File: src/design/memory_fit_allocator_macros.svh
// Assertion macros shared by the allocator's checking code.
`ifndef MEMORY_FIT_ALLOCATOR_MACROS_SVH
`define MEMORY_FIT_ALLOCATOR_MACROS_SVH

// Same-cycle implication, sampled on clk and held off while reset is low.
`define MFA_ASSERT_NOW(lbl, ante, cons, msg) \
  lbl: assert property (@(posedge clk) disable iff (!rst_n) (ante) |-> (cons)) else $error(msg);

// Next-cycle implication, sampled on clk and held off while reset is low.
`define MFA_ASSERT_NEXT(lbl, ante, cons, msg) \
  lbl: assert property (@(posedge clk) disable iff (!rst_n) (ante) |=> (cons)) else $error(msg);

`endif

File: src/design/mfa_pkg.sv
// Shared types and constants of the memory fit allocator.
package mfa_pkg;

  // Placement policy codes held in the fit mode register.
  typedef enum logic [1:0] {
    FIT_FIRST = 2'd0,
    FIT_BEST  = 2'd1,
    FIT_WORST = 2'd2
  } fit_mode_t;

  // Sequencer states.
  typedef enum logic [1:0] {
    ST_IDLE = 2'd0,
    ST_SCAN = 2'd1,
    ST_WB   = 2'd2
  } state_t;

  // Operation codes carried on the input channel's tuser.
  localparam logic OP_LOAD    = 1'b0;
  localparam logic OP_REQUEST = 1'b1;

  // Register indexes, taken from address bit 2.
  localparam logic REG_FIT_MODE = 1'b0;
  localparam logic REG_BLOCKS   = 1'b1;

  // Field widths fixed by the interface.
  localparam int MODE_W   = 2;
  localparam int BLOCKS_W = 7;
  localparam int INDEX_W  = 6;
  localparam int AMOUNT_W = 16;

  localparam logic [BLOCKS_W-1:0] BLOCKS_RESET = 7'd64;

  // Control from the sequencer to the candidate picker.
  typedef struct packed {
    logic clear;  // start of a new request
    logic valid;  // a table entry is on the read data this cycle
  } pick_ctrl_t;

endpackage

File: src/design/mfa_picker.sv
// Candidate picker: tracks the chosen block over a scan of the size table.
module mfa_picker #(
  parameter int IDX_W     = 6,
  parameter int SIZE_BITS = 16
) (
  input  logic                 clk,
  input  logic                 rst_n,
  input  mfa_pkg::pick_ctrl_t  ctrl,
  input  logic [1:0]           mode,
  input  logic [SIZE_BITS-1:0] size,
  input  logic [IDX_W-1:0]     idx,
  input  logic [SIZE_BITS-1:0] amt,
  output logic                 found,
  output logic [IDX_W-1:0]     pick,
  output logic [SIZE_BITS-1:0] best
);

  logic                 found_r, found_nxt;
  logic [IDX_W-1:0]     pick_r;
  logic [SIZE_BITS-1:0] best_r;
  logic                 take;

  // Only blocks at least as large as the request compete. The first one always
  // wins; after that best fit wants strictly smaller and worst fit strictly
  // larger, so ties stay with the lower index.
  always_comb begin
    take = 1'b0;
    if (ctrl.valid && (size >= amt)) begin
      if (!found_r) begin
        take = 1'b1;
      end else begin
        case (mode)
          mfa_pkg::FIT_BEST:  take = (size < best_r);
          mfa_pkg::FIT_WORST: take = (size > best_r);
          default:            take = 1'b0;
        endcase
      end
    end
    found_nxt = ctrl.clear ? 1'b0 : (found_r | take);
  end

  always_ff @(posedge clk) begin
    if (!rst_n) begin
      found_r <= 1'b0;
    end else begin
      found_r <= found_nxt;
    end
  end

  always_ff @(posedge clk) begin
    if (take) begin
      pick_r <= idx;
      best_r <= size;
    end
  end

  assign found = found_r;
  assign pick  = pick_r;
  assign best  = best_r;

endmodule

File: src/design/memory_fit_allocator.sv
// Top level of the memory fit allocator: size table, scan sequencer and ports.
// A load writes the table in its transfer and gives no result. A request reads the first
// L = min(blocks_in_use, MAX_BLOCKS) entries; its result is registered after the L reads, the
// last compare, a check that the read pipe is empty, and the write-back (straight to write-back at L = 0).
// One item at a time: the next is taken only after a request's write-back, later while a held
// result blocks the write-back. Reset (synchronous, active low) sets fit_mode 0, blocks_in_use 64; the table is not cleared.
module memory_fit_allocator #(
  parameter int MAX_BLOCKS = 64,
  parameter int SIZE_BITS  = 16
) (
  input  logic        clk,
  input  logic        rst_n,

  // Input channel.
  input  logic        in_tvalid,
  output logic        in_tready,
  input  logic [23:0] in_tdata,   // [5:0] entry_index, [21:6] amount, [23:22] zero
  input  logic        in_tuser,   // [0] op
  input  logic        in_tlast,   // last_request

  // Result channel.
  output logic        out_tvalid,
  input  logic        out_tready,
  output logic [7:0]  out_tdata,  // [0] granted, [6:1] granted_index, [7] zero
  output logic        out_tlast,  // last_result

  // Configuration port.
  input  logic        cfg_psel,
  input  logic        cfg_penable,
  input  logic        cfg_pwrite,
  input  logic [2:0]  cfg_paddr,
  input  logic [31:0] cfg_pwdata,
  output logic [31:0] cfg_prdata,
  output logic        cfg_pready
);

  `include "memory_fit_allocator_macros.svh"

  // Table index width and the width of a count that can hold MAX_BLOCKS itself.
  localparam int IDX_W = $clog2(MAX_BLOCKS);
  localparam int CNT_W = $clog2(MAX_BLOCKS + 1);
  localparam int CMP_W = (CNT_W > mfa_pkg::BLOCKS_W) ? CNT_W : mfa_pkg::BLOCKS_W;

  // ---------------------------------------------------------------------------
  // Configuration registers. pready is tied high, so every access completes in
  // its access phase. Address bit 2 selects the register; the low bits are the
  // byte offset within a word and are not decoded.
  // ---------------------------------------------------------------------------
  logic [mfa_pkg::MODE_W-1:0]   fit_mode_r;
  logic [mfa_pkg::BLOCKS_W-1:0] blocks_r;
  logic                         cfg_wr;

  assign cfg_pready = 1'b1;
  assign cfg_wr     = cfg_psel & cfg_penable & cfg_pwrite & cfg_pready;

  always_ff @(posedge clk) begin
    if (!rst_n) begin
      fit_mode_r <= mfa_pkg::FIT_FIRST;
      blocks_r   <= mfa_pkg::BLOCKS_RESET;
    end else if (cfg_wr) begin
      if (cfg_paddr[2] == mfa_pkg::REG_FIT_MODE) begin
        fit_mode_r <= cfg_pwdata[mfa_pkg::MODE_W-1:0];
      end else begin
        blocks_r <= cfg_pwdata[mfa_pkg::BLOCKS_W-1:0];
      end
    end
  end

  always_comb begin
    cfg_prdata = '0;
    if (cfg_paddr[2] == mfa_pkg::REG_BLOCKS) begin
      cfg_prdata[mfa_pkg::BLOCKS_W-1:0] = blocks_r;
    end else begin
      cfg_prdata[mfa_pkg::MODE_W-1:0] = fit_mode_r;
    end
  end

  // ---------------------------------------------------------------------------
  // Input field unpacking.
  // ---------------------------------------------------------------------------
  logic [mfa_pkg::INDEX_W-1:0]  in_index;
  logic [mfa_pkg::AMOUNT_W-1:0] in_amount;
  logic                         in_xfer;

  assign in_index  = in_tdata[5:0];
  assign in_amount = in_tdata[21:6];
  assign in_xfer   = in_tvalid & in_tready;

  // ---------------------------------------------------------------------------
  // Size table: one synchronous write port and one read port with a registered
  // read data. Loads write in their transfer cycle; a request's write-back of
  // the charged block happens in the write-back state. The two never overlap,
  // and reads only occur during the scan, so no forwarding is needed.
  // ---------------------------------------------------------------------------
  logic [SIZE_BITS-1:0] size_mem [MAX_BLOCKS];
  logic                 wr_en;
  logic [IDX_W-1:0]     wr_addr;
  logic [SIZE_BITS-1:0] wr_data;
  logic                 rd_en;
  logic [IDX_W-1:0]     rd_addr;
  logic [SIZE_BITS-1:0] rd_data_r;

  always_ff @(posedge clk) begin
    if (wr_en) begin
      size_mem[wr_addr] <= wr_data;
    end
  end

  always_ff @(posedge clk) begin
    if (rd_en) begin
      rd_data_r <= size_mem[rd_addr];
    end
  end

  // ---------------------------------------------------------------------------
  // Sequencer. A request latches its amount, its batch marker and the scan
  // length, then issues one read per cycle. The picker compares each read's data
  // in the cycle after its read. After the last compare the chosen block is charged
  // and the result is registered as soon as the output register is free.
  // ---------------------------------------------------------------------------
  mfa_pkg::state_t      state_r, state_nxt;
  logic [CNT_W-1:0]     rd_cnt_r, rd_cnt_nxt;
  logic [CNT_W-1:0]     limit_r, limit_nxt;
  logic [SIZE_BITS-1:0] amt_r, amt_nxt;
  logic                 last_r, last_nxt;
  logic                 pend_valid_r, pend_valid_nxt;
  logic [IDX_W-1:0]     pend_idx_r, pend_idx_nxt;
  logic [CMP_W-1:0]     blocks_cmp;
  logic [CMP_W-1:0]     max_cmp;
  logic                 load_in_range;
  logic                 out_free;
  logic                 out_load;

  mfa_pkg::pick_ctrl_t  pick_ctrl;
  logic                 found;
  logic [IDX_W-1:0]     pick;
  logic [SIZE_BITS-1:0] best;

  assign blocks_cmp    = CMP_W'(blocks_r);
  assign max_cmp       = CMP_W'(MAX_BLOCKS);
  assign load_in_range = (32'(in_index) < 32'(MAX_BLOCKS));

  always_ff @(posedge clk) begin
    if (!rst_n) begin
      state_r      <= mfa_pkg::ST_IDLE;
      pend_valid_r <= 1'b0;
    end else begin
      state_r      <= state_nxt;
      pend_valid_r <= pend_valid_nxt;
    end
  end

  always_ff @(posedge clk) begin
    rd_cnt_r   <= rd_cnt_nxt;
    limit_r    <= limit_nxt;
    amt_r      <= amt_nxt;
    last_r     <= last_nxt;
    pend_idx_r <= pend_idx_nxt;
  end

  always_comb begin
    state_nxt      = state_r;
    rd_cnt_nxt     = rd_cnt_r;
    limit_nxt      = limit_r;
    amt_nxt        = amt_r;
    last_nxt       = last_r;
    pend_valid_nxt = 1'b0;
    pend_idx_nxt   = pend_idx_r;
    in_tready      = 1'b0;
    wr_en          = 1'b0;
    wr_addr        = pick;
    wr_data        = best - amt_r;
    rd_en          = 1'b0;
    rd_addr        = rd_cnt_r[IDX_W-1:0];
    pick_ctrl      = '0;
    out_load       = 1'b0;

    case (state_r)
      mfa_pkg::ST_IDLE: begin
        in_tready = 1'b1;
        if (in_xfer) begin
          if (in_tuser == mfa_pkg::OP_LOAD) begin
            // A load beyond the table is dropped.
            wr_en   = load_in_range;
            wr_addr = IDX_W'(in_index);
            wr_data = SIZE_BITS'(in_amount);
          end else begin
            rd_cnt_nxt      = '0;
            limit_nxt       = (blocks_cmp > max_cmp) ? CNT_W'(MAX_BLOCKS)
                                                     : CNT_W'(blocks_cmp);
            amt_nxt         = SIZE_BITS'(in_amount);
            last_nxt        = in_tlast;
            pick_ctrl.clear = 1'b1;
            state_nxt       = mfa_pkg::ST_SCAN;
          end
        end
      end

      mfa_pkg::ST_SCAN: begin
        pick_ctrl.valid = pend_valid_r;
        if (rd_cnt_r < limit_r) begin
          rd_en          = 1'b1;
          rd_cnt_nxt     = CNT_W'(rd_cnt_r + 1'b1);
          pend_valid_nxt = 1'b1;
          pend_idx_nxt   = rd_cnt_r[IDX_W-1:0];
        end else if (!pend_valid_r) begin
          state_nxt = mfa_pkg::ST_WB;
        end
      end

      mfa_pkg::ST_WB: begin
        // Charge the block and publish the result together, once the output
        // register can take it.
        if (out_free) begin
          wr_en     = found;
          out_load  = 1'b1;
          state_nxt = mfa_pkg::ST_IDLE;
        end
      end

      default: begin
        state_nxt = mfa_pkg::ST_IDLE;
      end
    endcase
  end

  mfa_picker #(
    .IDX_W     (IDX_W),
    .SIZE_BITS (SIZE_BITS)
  ) u_picker (
    .clk   (clk),
    .rst_n (rst_n),
    .ctrl  (pick_ctrl),
    .mode  (fit_mode_r),
    .size  (rd_data_r),
    .idx   (pend_idx_r),
    .amt   (amt_r),
    .found (found),
    .pick  (pick),
    .best  (best)
  );

  // ---------------------------------------------------------------------------
  // Output register. It holds a finished result until its transfer, while the
  // input side is already free to take the next item.
  // ---------------------------------------------------------------------------
  logic                        out_valid_r, out_valid_nxt;
  logic                        out_granted_r;
  logic [mfa_pkg::INDEX_W-1:0] out_index_r;
  logic                        out_last_r;

  assign out_free = ~out_valid_r | out_tready;

  always_comb begin
    out_valid_nxt = out_valid_r;
    if (out_load) begin
      out_valid_nxt = 1'b1;
    end else if (out_tready) begin
      out_valid_nxt = 1'b0;
    end
  end

  always_ff @(posedge clk) begin
    if (!rst_n) begin
      out_valid_r <= 1'b0;
    end else begin
      out_valid_r <= out_valid_nxt;
    end
  end

  always_ff @(posedge clk) begin
    if (out_load) begin
      out_granted_r <= found;
      out_index_r   <= found ? mfa_pkg::INDEX_W'(pick) : '0;
      out_last_r    <= last_r;
    end
  end

  assign out_tvalid = out_valid_r;
  assign out_tdata  = {1'b0, out_index_r, out_granted_r};
  assign out_tlast  = out_last_r;

  // ---------------------------------------------------------------------------
  // Assertions.
  // ---------------------------------------------------------------------------
  `MFA_ASSERT_NOW(a_pick_in_scan, (state_r == mfa_pkg::ST_WB) && found,
    32'(pick) < 32'(limit_r), "chosen block lies outside the scanned range")
  `MFA_ASSERT_NOW(a_pick_fits, (state_r == mfa_pkg::ST_WB) && found,
    best >= amt_r, "chosen block is smaller than the request")
  `MFA_ASSERT_NOW(a_result_after_wb, $rose(out_tvalid),
    $past(state_r == mfa_pkg::ST_WB), "result appeared without a write-back")
  `MFA_ASSERT_NEXT(a_scan_ends,
    (state_r == mfa_pkg::ST_SCAN) && (rd_cnt_r >= limit_r) && !pend_valid_r,
    state_r == mfa_pkg::ST_WB, "scan did not end after its last compare")

endmodule
File: config.mk
export PLATFORM = sky130hd
export DESIGN_NAME = memory_fit_allocator
export DESIGN_NICKNAME = d
export VERILOG_FILES = /design/src/design/mfa_pkg.sv /design/src/design/mfa_picker.sv /design/src/design/memory_fit_allocator.sv
export VERILOG_INCLUDE_DIRS = /design/src /design/src/design
export SDC_FILE = /design/constraint.sdc
export NUM_CORES = 1
export LEC_CHECK = 0
export BUFFER_PORTS_ARGS = -buffer_cell sky130_fd_sc_hd__buf_2
export CORE_MARGIN = 4
export CORE_UTILIZATION = 55
export CTS_CLUSTER_DIAMETER = 150
export DETAILED_ROUTE_END_ITERATION = 10
export GPL_TIMING_DRIVEN = 0
export PLACE_DENSITY = 0.74
export SYNTH_ARGS = -nofsm -noshare
export SYNTH_HDL_FRONTEND = slang
export SYNTH_SLANG_ARGS = --single-unit
File: constraint.sdc
create_clock -name clk -period 5.9 [get_ports clk]
set_input_delay 1.77 -clock clk [delete_from_list [all_inputs] [get_ports clk]]
set_output_delay 1.77 -clock clk [all_outputs]
set_load 0.02 [all_outputs]
==> run summary, run 1 <==
The number of clock buffers inserted by TritonCTS is about 110. The async set or reset register ratio after synthesis came out at 0. The largest fanout of any net on the critical path is 10. The half-perimeter wire length of the detailed placement result is 71100 microns. The capture point of the critical path is rd_data_r[3]. For this run, design rule violations remaining after detail routing come to 0. The cell count of the worst reg-to-reg path came out at 8.

After global routing the overflow that remains totals 0. The worst-case vdd ir drop came out at 0.000220 V. Setup violations remaining at the end of the flow were counted as 0. In this run the deepest clock path goes through 3 buffers. Clock latency on the worst-skew pair, taken at its later pin, is 0.66 ns. Clock-pin slew was measured on the worst setup and hold paths at about 0.060 ns. For the worst setup path, the data arrival time is 4.57 ns.

The cell sitting at the root of the clock tree is a sky130_fd_sc_hd__clkbuf_16. The first-pass GRT wire length came out at 158000 microns. The worst hold-check path type is flop to flop. The run finished with clean final reports. STA puts the critical path data required time at 6.18 ns. The placed instance area came out at 47500 sq um. The highest clock frequency the design can meet is 233 MHz.

The number of max-capacitance violations reported is 0. For this design the static power due to leakage is 16.5 nW. The number of synthesized register bits came out at 1121. In this run the remaining antenna-violating nets after routing total 0.

112 I/O pins were placed. Tracing the worst setup path back leads to its startpoint at rd_cnt_r[1]. The kind of end point of the critical path is a flop.

Once the clock tree was built, the resizer swapped 0 gates to a different size. After synthesis the cells add up to 44400 sq um. The die covers 85400 sq um.

The number of different library cells used by synthesis comes to 60. Across all register-to-register paths, the minimum setup slack is 1.61 ns. The worst setup skew after layout is 0.0300 ns. The final cell count without fillers came out at 3579. The wire length after detailed routing is 108000 microns. The final standard cell area without fillers came out at 50900 sq um.

At the end of the flow, the number of nets in the layout was 2563. Dividing the synthesized area by the synthesized cell count gives ~20 sq um. The placer's final routability congestion estimate is ~0.96. The critical path is of the flop to flop type. Leaving out fill and tap cells, the most frequent cell in the layout is sky130_fd_sc_hd__edfxtp_1.

The number of instances in the synthesized netlist is 2191. STA classifies the critical path startpoint as a flop. For this configuration, the core starts out at a cell density of 0.559. The cell total after placement came out at 3381. The Yosys warning count is 0. At the pin with the least slew margin, the transition time is 1.37 ns.

The core region is 79500 sq um. The overall fraction of global-route tracks in use came out at 0.253. In the layout the commonest cells are sky130_fd_sc_hd__edfxtp_1, sky130_fd_sc_hd__mux4_2, sky130_fd_sc_hd__clkbuf_16, sky130_fd_sc_hd__nand2_1, sky130_fd_sc_hd__a22oi_1. The total clock sinks came out at 1121. The largest net degree at the start of global routing is 49. The die is 292 microns tall. The number of antenna violations at the first check in global routing came to 2. The synthesis-to-finish area growth came out at 14.7%. The routed wirelength normalized by instance count is 30.2 microns. The shortest clock period the worst path allows after layout came out at ~4.3 ns. The total chip power came out at 17.4 mW. Buffers placed on the I/O ports in this run total 55. The share of the cycle needed by the critical path after routing came out at 0.727. Setup repair after global routing left no endpoint under its margin. The normalized max-slew margin is 0.0852. The worst register-to-register path begins at rd_cnt_r[1].

The H-tree was split into 3 levels. The number of cell rows is 103. Prior to clock tree synthesis, the placed netlist has a worst setup slack of 0.740 ns. The fraction of final layout cells sized beyond drive strength 1 is 0.267. The number of iterations in the first detailed-routing pass came out at 5. The ratio of total power to cell area came out at about 340 nW/um^2.

For this block, the initial DRC count from the detailed router was 2947. The number of global-route vias before repair was 23500. TritonCTS built the clock tree. The count of final hold-check violations came out at 0. In the synthesized netlist the dominant register cell turns out to be sky130_fd_sc_hd__edfxtp_1. The smallest setup slack after layout came out at between 1.5 and 2 ns. The sequential-to-total area share from yosys stat is 0.755. The endpoint identified for the worst register-to-register timing path is rd_data_r[3]. The chip width came out at 292 microns. The number of buffers added for setup after CTS came out at 0. The number of flops mapped to enable cells by yosys came out at 1107. The count of hold-fix buffers inserted at cts came out at 0. The count of pins over their slew limit came out at 0. The ratio of routed vias to standard cells is 6.52. In this run the most critical hold path is launched from pend_idx_r[5].

The number of filler cells placed in the layout came out at 5031. Detailed routing inserted a total of 23300 vias.
==> logic make-up after synthesis <==
group / Yosys count / synth area share
flops: 1121 / 0.755
xor+xnor: 19 / 0.00375
other cells: 2 / 0.000169
fa+ha+maj: 57 / 0.0162
buf+inv: 184 / 0.0204
simple gates: 267 / 0.0274
compound gates: 281 / 0.0467
mux: 260 / 0.131
==> stage by stage <==
stage	hold WS (ns)	utilization	TNS (ns)
2_1_floorplan	0.400	-	0
3_3_place_gp	0.403	0.580	-2302.81
3_5_place_dp	0.405	0.597	0
4_1_cts	0.419	0.640	0
5_1_grt	0.432	0.640	0
6_report	0.421	0.641	0
==> critical path, cell delays in order, from the launching register on <==
cell and delay (ns):
sky130_fd_sc_hd__edfxtp_1 0.49, sky130_fd_sc_hd__buf_2 0.27, sky130_fd_sc_hd__clkbuf_1 0.66, sky130_fd_sc_hd__clkbuf_1 0.75, sky130_fd_sc_hd__mux4_2 0.45, sky130_fd_sc_hd__a22oi_1 0.25, sky130_fd_sc_hd__nand2_1 0.20, sky130_fd_sc_hd__a22oi_1 0.44
sky130_fd_sc_hd__o221ai_1 0.40
==> power by group <==
part           leakage (nW)  switching [mW]  internal, mW
Clock                  1.67            2.89          3.89
Combinational          4.71            1.08         0.588
Sequential             10.1          0.0302          8.97
==> flip-flops by register name, summed over array words and instances, names as in the netlist, 7 cells and up <==
| register | flops |
|---|---|
| rd_data_r | 16 |
| u_picker.best | 16 |
| blocks_cmp | 7 |
| limit_r | 7 |
| rd_cnt_r | 7 |
| size_mem | 1024 |
| amt_r | 16 |
==> metal layers <==
| layer | share of wire | GRT usage | up-vias |
|---|---|---|---|
| li1 | - | - | 9531 |
| met1 | 0.37 | 0.347 | 12200 |
| met2 | 0.49 | 0.406 | 1369 |
| met3 | 0.095 | 0.0462 | 249 |
| met4 | 0.047 | 0.112 | 2 |
| met5 | 0.00012 | 0 | - |
==> Yosys cell counts (5+ instances only) <==
library cell	number	area, sq um
sky130_fd_sc_hd__dfxtp_1	14	280
sky130_fd_sc_hd__nor2_1	92	345
sky130_fd_sc_hd__and2_1	13	81.3
sky130_fd_sc_hd__buf_1	13	48.8
sky130_fd_sc_hd__a221oi_1	32	280
sky130_fd_sc_hd__a22oi_1	80	601
sky130_fd_sc_hd__a21o_1	11	82.6
sky130_fd_sc_hd__a21boi_0	8	60.1
sky130_fd_sc_hd__xnor2_1	8	70.1
sky130_fd_sc_hd__nand3b_1	5	37.5
sky130_fd_sc_hd__buf_4	35	263
sky130_fd_sc_hd__ha_1	56	701
sky130_fd_sc_hd__nand2b_1	11	68.8
sky130_fd_sc_hd__nand4_1	6	37.5
sky130_fd_sc_hd__mux4_2	256	5770
sky130_fd_sc_hd__clkbuf_1	57	214
sky130_fd_sc_hd__xor2_1	11	96.3
sky130_fd_sc_hd__nand2_1	95	357
sky130_fd_sc_hd__inv_1	50	188
sky130_fd_sc_hd__nor2b_1	13	81.3
sky130_fd_sc_hd__o21a_1	8	60.1
sky130_fd_sc_hd__a21oi_1	37	185
sky130_fd_sc_hd__nand3_1	12	60.1
sky130_fd_sc_hd__buf_6	8	90.1
sky130_fd_sc_hd__buf_2	21	105
sky130_fd_sc_hd__o221ai_1	16	140
sky130_fd_sc_hd__a22o_1	32	280
sky130_fd_sc_hd__edfxtp_1	1107	33200
sky130_fd_sc_hd__o21ai_0	22	110
==> final cells by class <==
cell class                      count  area [sq um]  area share
Clock buffer                      123          2740      0.0538
Clock inverter                     71           714      0.0140
Multi-Input combinational cell    911         10400       0.204
Timing Repair Buffer              115          1320      0.0258
Buffer                            134           721      0.0142
Tap cell                         1050          1310      0.0258
Sequential cell                  1121         33500       0.658
Inverter                           50           188     0.00368
Antenna cell                        4          10.0    0.000197
==> worst min path at each step <==
stage | slack, ns | depth (start not counted) | to
2_1_floorplan | 0.40 | 0 | out_tlast
6_report | 0.42 | 0 | u_picker.pick[5]
3_3_place_gp | 0.40 | 0 | u_picker.pick[4]
4_1_cts | 0.42 | 0 | u_picker.pick[1]
3_5_place_dp | 0.41 | 0 | u_picker.pick[1]
5_1_grt | 0.43 | 0 | u_picker.pick[5]
No activity file was read; power rests on OpenSTA's default activity.
==> inputs of run 2 (changes only) <==
ABC_AREA = 1   (was default)
PLACE_DENSITY = 0.71   (was 0.74)
clock period = 4.2 ns   (was 5.9 ns; I/O delays follow)
==> run summary, run 2 <==
The DRC violation count after routing is 0 (unchanged). The Yosys warning count came out at 0 (unchanged). The number of iterations in the first detailed-routing pass was 7 (+2).

The final standard cell area without fillers came out at 54200 sq um (+6.4%). The synthesis-to-finish area growth came out at 15.5%. The delay contributed by the slowest stage of the critical path is 1.10 ns (+0.35 ns). The cell count of the worst reg-to-reg path is 10 (+2). The routed wirelength normalized by instance count was 27.5 microns (-8.9%). The ratio of routed vias to standard cells is 6.14 (-5.9%). The number of synthesized register bits came out at 1121 (unchanged). The number of antenna violations at the first check in global routing came out at 2 (unchanged). The smallest setup slack after layout came to 0.190 ns (-1.42 ns). The largest total area in the synthesized netlist belongs to sky130_fd_sc_hd__edfxtp_1.

The count of nets after finishing was 4361 (+70%). The mean cell area of the mapped netlist is 11.9 sq um (-42%). The die area came out at 90100 sq um (+5.5%).

The overall fraction of global-route tracks in use came out at 0.331 (+0.0772). The fraction of final layout cells sized beyond drive strength 1 is 0.120 (-0.147). The register with the most flip-flops in the final layout is size_mem. The half-perimeter wire length of the detailed placement result came to 105000 microns (+47%). The number of DRC markers in iteration 0 is 5384 (+83%). The most critical setup path has its startpoint at out_tready. The portion of synthesized cell area occupied by the leading cell type was 0.708 (-0.0403).

The sequential-to-total area share from yosys stat is 0.714 (-0.0407). The count of final hold-check violations is 0 (unchanged). The number of buffer and inverter stages on the critical path is 1 (-2). The normalized max-slew margin came out at 0.274 (+0.189). The post-placement worst setup slack was -0.374 ns (-1.11 ns). The placed instance area came out at 50600 sq um (+6.5%). The largest fanout of any net on the critical path was 16 (+6). The total chip power is 25.5 mW (+46%).

The placer's final routability congestion estimate came to 0.976 (+2.2%). The worst register-to-register path ends at rd_data_r[10]. The number of global-route vias before repair came out at 31600 (+34%).

The wire length after detailed routing is 150000 microns (+39%). The worst setup path is launched from an input pin. The post-cts resize count is 0 (unchanged).

The antenna violation net count after detailed routing is 0 (unchanged). The first-pass GRT wire length is 215000 microns (+36%). Leaving out fill and tap cells, the most frequent cells in the layout are sky130_fd_sc_hd__edfxtp_1, sky130_fd_sc_hd__nor2_1, sky130_fd_sc_hd__o21ai_0, sky130_fd_sc_hd__nand2_1, sky130_fd_sc_hd__nand3_1. Setup repair after global routing left no endpoint under its margin. The initial standard-cell utilization of the core is 0.558 (about the same). Derived from the worst setup path, the maximum achievable clock frequency is 249 MHz. The share of the cycle needed by the critical path after routing is 0.955. The critical path is of the input pin to flop type. The clock transition time at the flip-flop clock pins of the worst setup and hold paths was 0.06 ns (about the same). The number of max-capacitance violations reported is 0 (unchanged).

The min-delay analysis places its worst path in the category flop to flop. The area of combinational cells with multiple inputs is 11800 sq um (+13%). The slew at the pin with the worst max-slew slack is 1.09 ns (-0.280 ns).

The clock insertion delay at the later pin of the skew report came out at 0.70 ns (+0.04 ns). The worst-case vdd ir drop came to 0.000359 V (+63%). The via count of the routed design is 33500 (+44%). After synthesis, the most frequently instantiated cells are sky130_fd_sc_hd__edfxtp_1, sky130_fd_sc_hd__nor2_1, sky130_fd_sc_hd__o21ai_0.

The number of buffers added for setup after CTS is 0 (unchanged). The number of instances in the synthesized netlist is 3960 (+81%). Among all cell types in the netlist, the one instantiated most often is sky130_fd_sc_hd__edfxtp_1.

The shortest clock period the worst path allows after layout came out at 4.01 ns. The floorplan core area is 84100 sq um (+5.7%). The count of pins over their slew limit was 0 (unchanged). The origin of the critical flop-to-flop path is rd_cnt_r[2]. The most common library cell in the layout ignoring fill and taps is sky130_fd_sc_hd__edfxtp_1. The most critical setup path has its endpoint at size_mem[5][14]. The run finished with clean final reports.

The largest net degree at the start of global routing is 65 (+33%). The critical path arrival came out at 4.32 ns (-0.25 ns). The required time at the worst-slack endpoint is 4.51 ns (-1.67 ns). The overflow left after global routing was 0 (unchanged). The die height is 300 microns (+2.7%). The worst setup skew after layout came to 0.0269 ns (-0.00313 ns).

Yosys attributes the largest share of cell area to sky130_fd_sc_hd__edfxtp_1, sky130_fd_sc_hd__nor2_1, sky130_fd_sc_hd__o21ai_0, sky130_fd_sc_hd__nand2_1, sky130_fd_sc_hd__o211ai_1. The count of input and output buffers is 55 (unchanged). The kind of end point of the critical path is a flop. The ratio of total power to cell area came out at 471 nW/um^2 (+38%). The async set or reset register ratio after synthesis is 0 (unchanged).

The area of the mapped netlist is 47000 sq um (+5.7%). The maximum clock insertion buffer count came out at 3 (unchanged). The slowest stage of the critical path is the sky130_fd_sc_hd__nor2_2 cell. The count of hold-fix buffers inserted at cts came out at 0 (unchanged). The number of endpoints failing setup at the final stage is 0 (unchanged).

The total clock sinks came out at 1121 (unchanged). The number of stages on the worst setup path is 7 (-1). The number of flip-flops in the largest register is 1024 (unchanged). The number of clock buffers inserted by TritonCTS came out at 112 (+6.7%). The end-of-flow core utilization is 0.645 (+0.00417). The number of primary I/O pins is 112 (unchanged). The setup slack of the most critical reg-to-reg path came out at 0.26 ns (-1.35 ns).

Walking the worst path, the cells encountered are buf_2 -> nor2_1 -> nor2_1 -> nand2_1 -> nand2_1 -> nand4_1 -> nor2_2. The CTS H-tree depth came out at 3 (unchanged). The CTS root buffer is sky130_fd_sc_hd__clkbuf_16.

The chip width came out at 300 microns (+2.7%). In the synthesized netlist the dominant register cell turns out to be sky130_fd_sc_hd__edfxtp_1. The sequential standard cell area came out at 33500 sq um (unchanged). The final antenna diode count came out at 0 (-4).

The number of filler cells placed in the layout was 6166 (+23%). The kind of cell with the highest combined delay along the critical path is simple AND/OR/NAND/NOR gates. The leakage power is 19.0 nW (+15%). The number of flops mapped to enable cells by yosys came out at 1107 (unchanged). TritonCTS built the clock tree.

The number of cell rows came out at 106 (+2.9%). The number of distinct standard cells referenced by the synthesized netlist is 41 (-32%).
-- run 2: cell count changes after synthesis, sizes merged, moves of 80 or more --
cell,change
nor2,+811
o21ai,+595
nand2,+322
mux4,-256
nand3,+186
o211ai,+130
inv,+89
a22oi,-80
-- run 2: cell families after synthesis --
family | synth area share
AOI/OAI and AO/OA | 0.0971
buffers and inverters | 0.0420
and+or+nand+nor | 0.130
adders and majority gates | 0.0153
DFF | 0.714
other | 0.000160
xor gates and xnor gates | 0.000933
muxes | 0.000213
-- run 2: how the worst min path moves through the flow --
| stage | startpoint | end | slack (ns) | depth (start not counted) |
|---|---|---|---|---|
| after detailed placement | pend_idx_r[0] | u_picker.pick[0] | 0.40 | 0 |
| final | pend_idx_r[4] | u_picker.pick[4] | 0.42 | 0 |
| after global routing | pend_idx_r[2] | u_picker.pick[2] | 0.44 | 0 |
| after global placement | pend_idx_r[1] | u_picker.pick[1] | 0.40 | 0 |
| after floorplan | last_r | out_tlast | 0.40 | 0 |
| after CTS | pend_idx_r[4] | u_picker.pick[4] | 0.42 | 0 |
-- run 2: area by class of cell --
cell class	instances	share of cell area
Buffer	255	0.0264
Clock buffer	135	0.0549
Clock inverter	70	0.0126
Inverter	143	0.0101
Multi-Input combinational cell	2466	0.218
Sequential cell	1121	0.618
Tap cell	1134	0.0262
Timing Repair Buffer	137	0.0337
-- run 2: metal layers --
layer,vias to the layer above,global-route usage,routed length [microns]
li1,14600,-,-
met5,-,0,32
met2,2445,0.504,66500
met4,4,0.146,7650
met3,367,0.0925,21600
met1,16100,0.449,54300
-- run 2: through the flow --
| stage | hold WS (ns) | TNS (ns) | instances |
|---|---|---|---|
| global route | 0.436 | 0 | 5461 |
| finish | 0.418 | 0 | 5461 |
| CTS | 0.418 | 0 | 5461 |
| global placement | 0.401 | -2309.99 | 5174 |
| floorplan | 0.400 | -98.71 | 3985 |
| detailed placement | 0.405 | -42.07 | 5256 |
-- run 2: where the power goes --
group / leakage, nW / switching (mW) / internal (mW) / total (mW)
Clock: 1.79 / 4.27 / 5.81 / 10.1
Sequential: 10.1 / 0.0319 / 12.6 / 12.6
Combinational: 7.09 / 2.16 / 0.710 / 2.87
Total: 19.0 / 6.46 / 19.1 / 25.5
